<file path="config.mk">
export PLATFORM = sky130hd
export DESIGN_NAME = best_fit_block_allocator
export DESIGN_NICKNAME = d
export VERILOG_FILES = /design/src/rtl/bfa_pkg.sv /design/src/rtl/best_fit_block_allocator.sv /design/src/rtl/bfa_cell.sv
export SDC_FILE = /design/constraint.sdc
export NUM_CORES = 2
export LEC_CHECK = 0
export ABC_CLOCK_PERIOD_IN_PS = 7600
export BUFFER_PORTS_ARGS = -buffer_cell sky130_fd_sc_hd__buf_2
export CORE_MARGIN = 3
export CORE_UTILIZATION = 40
export CTS_BUF_LIST = sky130_fd_sc_hd__clkbuf_8
export DETAILED_ROUTE_END_ITERATION = 12
export GPL_ROUTABILITY_DRIVEN = 0
export SYNTH_ARGS = -nofsm -noshare
export SYNTH_HDL_FRONTEND = slang
export SYNTH_HIERARCHICAL = 1
export SYNTH_SLANG_ARGS = --single-unit
</file>
<file path="constraint.sdc">
create_clock -name clk -period 7.6 [get_ports clk]
set_input_delay 1.52 -clock clk [delete_from_list [all_inputs] [get_ports clk]]
set_output_delay 1.52 -clock clk [all_outputs]
set_load 0.005 [all_outputs]
</file>
<file path="src/rtl/bfa_pkg.sv">
// ----------------------------------------------------------------------------
// Best-fit block allocator package
// Shared widths, defaults and the records passed along the cell row.
// ----------------------------------------------------------------------------
`timescale 1ns / 1ps
`default_nettype none

package bfa_pkg;

  localparam int NUM_BLOCKS_DEF = 16;
  localparam int MEM_WORDS_DEF  = 4096;

  localparam int SIZE_W = 12;
  localparam int ADDR_W = 12;
  localparam int CNT_W  = 5;
  localparam int IDX_W  = 4;
  // internal block index, wide enough for the largest table
  localparam int BIDX_W = 8;

  localparam logic [CNT_W-1:0] CNT_RST = 5'd16;

  localparam logic ACT_LOAD    = 1'b0;
  localparam logic ACT_REQUEST = 1'b1;

  typedef struct packed {
    logic              valid;
    logic              found;
    logic [BIDX_W-1:0] best_idx;
    logic [SIZE_W-1:0] best_size;
    logic [ADDR_W-1:0] best_addr;
    logic [SIZE_W-1:0] req;
    logic [CNT_W-1:0]  count;
  } scan_rec_t;

  typedef struct packed {
    logic              en;
    logic [BIDX_W-1:0] idx;
    logic [SIZE_W-1:0] size;
    logic [ADDR_W-1:0] addr;
  } cell_wr_t;

endpackage

`default_nettype wire

</file>
<file path="src/rtl/best_fit_block_allocator.sv">
// ----------------------------------------------------------------------------
// Best-fit block allocator
// Table of free blocks in a row of cells; requests pick the smallest fit.
// ----------------------------------------------------------------------------
// Load word: result in the cycle after acceptance; next word while out_ready is high.
// Request word: the search record passes the head register, every cell and then
//   the result register; no new word is accepted while the search runs.
// Reset: clears handshake and scan control, blocks_in_use returns to 16;
//   table entries are undefined until loaded.
`timescale 1ns / 1ps
`default_nettype none

module best_fit_block_allocator #(
  parameter int NUM_BLOCKS = bfa_pkg::NUM_BLOCKS_DEF,
  parameter int MEM_WORDS  = bfa_pkg::MEM_WORDS_DEF
) (
  input  wire                        clk,
  input  wire                        rst_n,
  input  wire                        cfg_wr_en,
  input  wire [bfa_pkg::CNT_W-1:0]   cfg_wr_data,
  input  wire                        in_valid,
  output logic                       in_ready,
  input  wire                        in_action,
  input  wire [bfa_pkg::IDX_W-1:0]   in_entry_index,
  input  wire [bfa_pkg::SIZE_W-1:0]  in_entry_free_size,
  input  wire [bfa_pkg::ADDR_W-1:0]  in_entry_start,
  input  wire [bfa_pkg::SIZE_W-1:0]  in_request_size,
  output logic                       out_valid,
  input  wire                        out_ready,
  output logic                       out_granted,
  output logic [bfa_pkg::IDX_W-1:0]  out_block_number,
  output logic [bfa_pkg::ADDR_W-1:0] out_start_address,
  output logic [bfa_pkg::SIZE_W-1:0] out_remaining_free
);

  localparam int SW = bfa_pkg::ADDR_W + 1;
  // address wrap, MEM_WORDS a power of two
  localparam logic [SW-1:0] WRAP_MASK = SW'(MEM_WORDS - 1);

  logic [bfa_pkg::CNT_W-1:0] biu_r;
  logic                      busy_r;
  logic                      busy_nxt;
  bfa_pkg::scan_rec_t        hd_r;
  bfa_pkg::scan_rec_t        hd_nxt;
  bfa_pkg::scan_rec_t        chain [NUM_BLOCKS+1];
  bfa_pkg::scan_rec_t        fin;
  bfa_pkg::cell_wr_t         wr;

  logic                       in_acc;
  logic                       ld_acc;
  logic                       rq_acc;
  logic [SW-1:0]              sum;
  logic [bfa_pkg::ADDR_W-1:0] addr_new;
  logic [bfa_pkg::SIZE_W-1:0] size_new;

  logic                       out_valid_r;
  logic                       out_valid_nxt;
  logic                       out_granted_r;
  logic [bfa_pkg::IDX_W-1:0]  out_block_r;
  logic [bfa_pkg::ADDR_W-1:0] out_start_r;
  logic [bfa_pkg::SIZE_W-1:0] out_rem_r;

  assign in_ready = !busy_r && (!out_valid_r || out_ready);
  assign in_acc   = in_valid && in_ready;
  assign ld_acc   = in_acc && (in_action == bfa_pkg::ACT_LOAD);
  assign rq_acc   = in_acc && (in_action == bfa_pkg::ACT_REQUEST);

  always_ff @(posedge clk) begin
    if (!rst_n) begin
      biu_r <= bfa_pkg::CNT_RST;
    end else if (cfg_wr_en) begin
      biu_r <= cfg_wr_data;
    end
  end

  always_comb begin
    hd_nxt       = '0;
    hd_nxt.valid = rq_acc;
    hd_nxt.req   = in_request_size;
    hd_nxt.count = biu_r;
  end

  always_ff @(posedge clk) begin
    if (!rst_n) begin
      hd_r <= '0;
    end else begin
      hd_r <= hd_nxt;
    end
  end

  assign chain[0] = hd_r;

  for (genvar i = 0; i < NUM_BLOCKS; i++) begin : g_cell
    bfa_cell #(.IDX(i)) u_cell (
      .clk     (clk),
      .rst_n   (rst_n),
      .wr      (wr),
      .rec_in  (chain[i]),
      .rec_out (chain[i+1])
    );
  end

  assign fin      = chain[NUM_BLOCKS];
  assign sum      = {1'b0, fin.best_addr} + {1'b0, fin.req};
  assign addr_new = bfa_pkg::ADDR_W'(sum & WRAP_MASK);
  assign size_new = fin.best_size - fin.req;

  always_comb begin
    if (busy_r) begin
      wr.en   = fin.valid && fin.found;
      wr.idx  = fin.best_idx;
      wr.size = size_new;
      wr.addr = addr_new;
    end else begin
      wr.en   = ld_acc;
      wr.idx  = bfa_pkg::BIDX_W'(in_entry_index);
      wr.size = in_entry_free_size;
      wr.addr = in_entry_start;
    end
  end

  always_comb begin
    busy_nxt = busy_r;
    if (rq_acc) begin
      busy_nxt = 1'b1;
    end else if (fin.valid) begin
      busy_nxt = 1'b0;
    end
  end

  always_comb begin
    out_valid_nxt = out_valid_r;
    if (ld_acc || fin.valid) begin
      out_valid_nxt = 1'b1;
    end else if (out_ready) begin
      out_valid_nxt = 1'b0;
    end
  end

  always_ff @(posedge clk) begin
    if (!rst_n) begin
      busy_r      <= 1'b0;
      out_valid_r <= 1'b0;
    end else begin
      busy_r      <= busy_nxt;
      out_valid_r <= out_valid_nxt;
    end
  end

  always_ff @(posedge clk) begin
    if (ld_acc) begin
      out_granted_r <= 1'b0;
      out_block_r   <= '0;
      out_start_r   <= '0;
      out_rem_r     <= '0;
    end else if (fin.valid) begin
      out_granted_r <= fin.found;
      out_block_r   <= fin.found ? bfa_pkg::IDX_W'(fin.best_idx) : '0;
      out_start_r   <= fin.found ? fin.best_addr : '0;
      out_rem_r     <= fin.found ? size_new : '0;
    end
  end

  assign out_valid          = out_valid_r;
  assign out_granted        = out_granted_r;
  assign out_block_number   = out_block_r;
  assign out_start_address  = out_start_r;
  assign out_remaining_free = out_rem_r;

endmodule

`default_nettype wire

</file>
<file path="src/rtl/bfa_cell.sv">
// ----------------------------------------------------------------------------
// Best-fit allocator cell
// Holds one table entry and refines the passing best-fit record.
// ----------------------------------------------------------------------------
`timescale 1ns / 1ps
`default_nettype none

module bfa_cell #(
  parameter int IDX = 0
) (
  input  wire                     clk,
  input  wire                     rst_n,
  input  wire bfa_pkg::cell_wr_t  wr,
  input  wire bfa_pkg::scan_rec_t rec_in,
  output bfa_pkg::scan_rec_t      rec_out
);

  localparam int CW = bfa_pkg::BIDX_W + 1;

  logic [bfa_pkg::SIZE_W-1:0] size_r;
  logic [bfa_pkg::ADDR_W-1:0] addr_r;
  bfa_pkg::scan_rec_t         rec_r;
  bfa_pkg::scan_rec_t         rec_nxt;

  logic in_range;
  logic take;

  assign in_range = CW'(IDX) < CW'(rec_in.count);
  // ties go to the higher index
  assign take = rec_in.valid && in_range && (size_r >= rec_in.req) &&
                (!rec_in.found || (size_r <= rec_in.best_size));

  always_comb begin
    rec_nxt = rec_in;
    if (take) begin
      rec_nxt.found     = 1'b1;
      rec_nxt.best_idx  = bfa_pkg::BIDX_W'(IDX);
      rec_nxt.best_size = size_r;
      rec_nxt.best_addr = addr_r;
    end
  end

  always_ff @(posedge clk) begin
    if (wr.en && (wr.idx == bfa_pkg::BIDX_W'(IDX))) begin
      size_r <= wr.size;
      addr_r <= wr.addr;
    end
  end

  always_ff @(posedge clk) begin
    if (!rst_n) begin
      rec_r <= '0;
    end else begin
      rec_r <= rec_nxt;
    end
  end

  assign rec_out = rec_r;

endmodule

`default_nettype wire

</file>
======== After elaboration in Yosys (flattened, before gate mapping) ========
Cells that the tools add are included.
storage, ports and cells
  word-level logic and storage cells ...... 387
  input port bits ......................... 51
  bits in registers ....................... 1,282
operators by class
  reductions and logical operators ........ 124
  bitwise logic cells ..................... 2
  add/subtract/negate cells ............... 2
  magnitude comparators ................... 48
  eq/ne operators ......................... 15
  multiplexer cells ....................... 24
operator list
  kind                                                        count
  2-to-1 mux 33 bit                                           17
  >= comparator 12 bit                                        16
  less-or-equal comparator 12 bit                             16
  logical AND 1 bit                                           69
  equality test 8 x 4 -> 1 bit (second input constant)        8
  less-than comparator 4 x 5 -> 1 bit (first input constant)  8
  equality test 8 x 3 -> 1 bit (second input constant)        4
  OR reduction 2 bit                                          16
  2-to-1 mux 12 bit                                           2
  less-than comparator 3 x 5 -> 1 bit (first input constant)  4
  logical NOT 1 bit                                           18
  logical OR 1 bit                                            18
  equality test 8 x 2 -> 1 bit (second input constant)        2
  adder 12 bit                                                1
  subtractor 12 bit                                           1
  less-than comparator 1 x 5 -> 1 bit (first input constant)  2
  less-than comparator 2 x 5 -> 1 bit (first input constant)  2
  equality test 8 x 1 -> 1 bit (second input constant)        1
  logical NOT 8 bit                                           1
  2-to-1 mux 1 bit                                            4
  2-to-1 mux 4 bit                                            1
  nonzero test 2 bit                                          2
  NOT 1 bit                                                   2

======== Logic depth before layout (Yosys ltp) ========
  depth in word-level cells ............... 8
  depth in mapped cells ................... 10
  depth with buffers taken out ............ 9

======== Hierarchy ========
Netlist, hierarchy kept.
modules (own cells, without submodules)
  module                            cells each  instances  seq. area each (um^2)  area each (um^2)
  bfa_cell (g_cell[4].u_cell ...)   271         2          1,741.7                3,070.4
  bfa_cell (g_cell[11].u_cell ...)  274         2          1,741.7                3,066.7
  best_fit_block_allocator          376         1          1,081.0                3,231.8
  bfa_cell (g_cell[12].u_cell)      275         1          1,741.7                3,110.5
  bfa_cell (g_cell[10].u_cell)      275         1          1,741.7                3,108.0
  bfa_cell (g_cell[0].u_cell)       272         1          1,741.7                3,081.7
  bfa_cell (g_cell[2].u_cell)       272         1          1,741.7                3,078.0
  bfa_cell (g_cell[13].u_cell)      272         1          1,741.7                3,074.2
  bfa_cell (g_cell[14].u_cell)      272         1          1,741.7                3,071.7
  bfa_cell (g_cell[7].u_cell)       273         1          1,741.7                3,067.9
  bfa_cell (g_cell[3].u_cell)       272         1          1,741.7                3,065.4
  bfa_cell (g_cell[9].u_cell)       275         1          1,741.7                3,065.4
  bfa_cell (g_cell[5].u_cell)       271         1          1,741.7                3,064.2
  bfa_cell (g_cell[15].u_cell)      271         1          1,741.7                3,062.9
  bfa_cell (g_cell[1].u_cell)       270         1          1,741.7                3,056.7

======== Worst setup path before layout ========
No wires, ideal clock.
  path kind ............................... input -> register
  start ................................... in in_valid
  end ..................................... reg g_cell[15].u_cell/addr_r[0] (netlist bit) (enable)
  slack ................................... 1,635 ps
  library setup time ...................... 475 ps
  stages on the path ...................... 5
  data required time ...................... 7,125 ps
  data arrival time ....................... 5,490 ps
  buffers on the path ..................... 0
  path through ............................ inv_1 > nor4_4 > a21o_1 > or4b_2 > nor4b_1
RTL lines
  what                  RTL line                        RTL
  from (decl)           best_fit_block_allocator.sv:21  input wire in_valid,
  to (signal assigned)  bfa_cell.sv:46                  addr_r <= wr.addr;
  to (decl)             bfa_cell.sv:21                  logic [bfa_pkg::ADDR_W-1:0] addr_r;

======== Final worst setup path ========
  start ................................... in out_ready
  end ..................................... out in_ready
on the way
  cells in the longest elaborated chain, start to end .. 2
ends and longest elaborated chain
  what               RTL line                        RTL
  from (decl)        best_fit_block_allocator.sv:29  input wire out_ready,
  logical OR 1 bit   best_fit_block_allocator.sv:63  assign in_ready = !busy_r && (!out_valid_r || out_ready);
  logical AND 1 bit  best_fit_block_allocator.sv:63
  to (decl)          best_fit_block_allocator.sv:22  output logic in_ready,
Every way passes these cells.

==> qor.yml <==
setup_path:
  cp.required_ps: 6080
  crit_path_end_kind: "output port"
  crit_path_max_incr_delay_ps: 350
  critical_path_class: "input pin to output port"
  critical-path-slowest-cell: "nor2b_1"
  crit_arrival_ps: 2240
  cp_common_cell: "buf_2"
  critPathLaunchType: "input pin"
  path_cells: "buf_2 > nor2b_1 > nor2_1 > buf_2"
  cp_num_buf_inv: 2
  crit_fanout: 4
  timing.rr.start: "g_cell[15].u_cell/rec_out[5]"
  crit_path_start: "out_ready"
  crit_cells: 4
  worst-r2r-cell-count: 8
  crit_family: "simple AND/OR/NAND/NOR gates"
finish:
  instances_no_fill: 6788
  seq_area_um2: 28800
  fillers: 12100
  multi_input_area_um2: 21000
  area_growth_pct: 11.6
  final_util_pct: 45.3
  drive_gt1_share_pct: 9.99
  nets: 5351
clock_tree:
  cts-buffers-inserted: 191
  cts_tree: "done"
  cts_max_level: 4
  clockBufferDepth: 3
  clk_pin_slew_ps: 60
  holdBufCountCts: 0
  postCtsSetupBuffers: 0
  clockRootBuffer: "clkbuf_8"
  clock_latency_ps: 860
  cts_sinks: 1245
  cts_resized: 0
timing:
  slew-limit-headroom_pct: 11.2
  final.setup.tns_ps: 0
  fmax_mhz: 266
  worst_pin_slew_ps: 1330
  period_needed_ps: 3760
  hold_violations: 0
  setup_slack_ps: 3840
  setup_violations: 0
  finalCritPeriodShare_pct: 49.4
  finClkSkew_ps: 41.3
  report.final.slew_viol_count: 0
  hold_slack_ps: 410
  rsz0062_at_grt: "false"
die:
  die_x_um: 367
  start_util_pct: 40.6
  die_h_um: 367
  ios: 82
  rows: 131
  die_area_um2: 135000
  core_area_um2: 129000
grt:
  grt_antenna_before_repair: 8
  grt_pass1_wl_mm: 177
  gr-total-overflow: 0
  grt_max_degree: 260
  grt_pass1_vias: 32400
  track_usage_pct: 16.5
status:
  status: "finished, final reports clean"
drt:
  antenna_left: 0
  wl_mm: 113
  drt_iter0_drc: 1860
  drc_errors: 0
  num_vias: 32500
  drt-pass1-iter-count: 6
  wl_per_cell_um: 16.6
  viasPerCell: 4.79
placement:
  dp.cells: 6428
  io_buffers: 81
  place_ws_ps: 3510
  dp_hpwl_mm: 76.3
power_and_ir_drop:
  ir_drop_mv: 0.165
  p_per_area_nw_per_um2: 221
  power_switching_mw: 2.97
  power_frac_clock_pct: 42.0
  p_int_mw: 9.89
  switching_share_pct: 23.1
  power_frac_seq_pct: 54.2
  p_comb_share_pct: 3.7
  p_leak_nw: 22.1
synth:
  netlist_instances: 4718
  syn_area_um2: 52200
  yosys_warnings: 6
  syn_avg_cell_area_um2: 11.1
worst_hold_path:
  hold_path_class: "register to register"
  holdCritStartpoint: "g_cell[6].u_cell/rec_out[22]"
  holdPathStages: 2
run:
  drv_cap: 0
layout by cell type (no fill, tap or decap), types with 8 or more instances in the layout:
| master | count |
|---|---|
| buf_2 | 80 |
| nand3_1 | 36 |
| conb_1 | 46 |
| edfxtp_1 | 384 |
| and3b_1 | 94 |
| mux2_2 | 13 |
| nor2_1 | 70 |
| a21o_1 | 36 |
| o211ai_1 | 8 |
| a21oi_1 | 151 |
| mux2i_1 | 392 |
| buf_4 | 45 |
| a221oi_1 | 8 |
| o211ai_2 | 8 |
| o21a_1 | 51 |
| nor4b_1 | 11 |
| a22oi_1 | 20 |
| a211oi_1 | 23 |
| inv_1 | 488 |
| clkinv_2 | 23 |
| and2_1 | 303 |
| dfxtp_1 | 860 |
| clkinv_1 | 10 |
| nand4_1 | 54 |
| o21ai_0 | 57 |
| nand2b_1 | 18 |
| o21ai_1 | 13 |
| ha_1 | 406 |
| nor4b_2 | 8 |
| nand3b_1 | 15 |
| nand2_1 | 850 |
| clkbuf_8 | 217 |
| nor2b_1 | 25 |
metrics by stage:
stage,total power [mW],instance area (um2)
global placement,7.59,54400
CTS,13.1,58200
floorplan,7.39,52300
detailed placement,7.60,54400
global route,13.4,58200
finish,12.9,58200
metal layers:
layer  wire [um]  share of wire [%]  track usage [%]
met5           0                  0                0
met4        2520                2.2             5.64
met3        4150                3.7             2.79
met2       56000                 50             28.9
met1       49900                 44             20.4
power by group through the flow:
stage                     Sequential, mW  Clock (mW)  Combinational (mW)
after global routing                6.97        5.89               0.534
after global placement              7.12           0               0.474
after CTS                           6.97        5.60               0.486
final                               6.97        5.40               0.480
after detailed placement            7.12           0               0.485
after floorplan                     7.10           0               0.289
flip-flops by register name, indices dropped and copies added (netlist names), 4 cells and up:
name and flops:
out_block_number 4, g_cell.u_cell/rec_out 807, chain 18, biu_r 5, g_cell.u_cell/size_r 192, out_start_address 12, g_cell.u_cell/addr_r 192, out_remaining_free 12
final cells by class:
class	count	share of cell area (%)
flip-flops and latches	1245	49.4
multi-input cells	2919	36.2
clock buffers	217	5.13
well taps	1729	3.72
inverters	402	2.59
repair buffers	133	1.53
clock inverters	141	1.44
diodes	2	0.00860
tightest hold or removal path, cell delays in order (launching register included):
cell and delay (ps):
dfxtp_1 300, nand2_1 50, mux2i_1 50
path summary, 6_finish.rpt:
kind	endpoint	slack, ps
setup / recovery	in_ready	3840
hold / removal	g_cell[7].u_cell/rec_out[22]	410
setup reg to reg	g_cell[5].u_cell/size_r[10]	4220
hold reg to reg	g_cell[7].u_cell/rec_out[22]	410
Power figures use the tool's default switching activity.
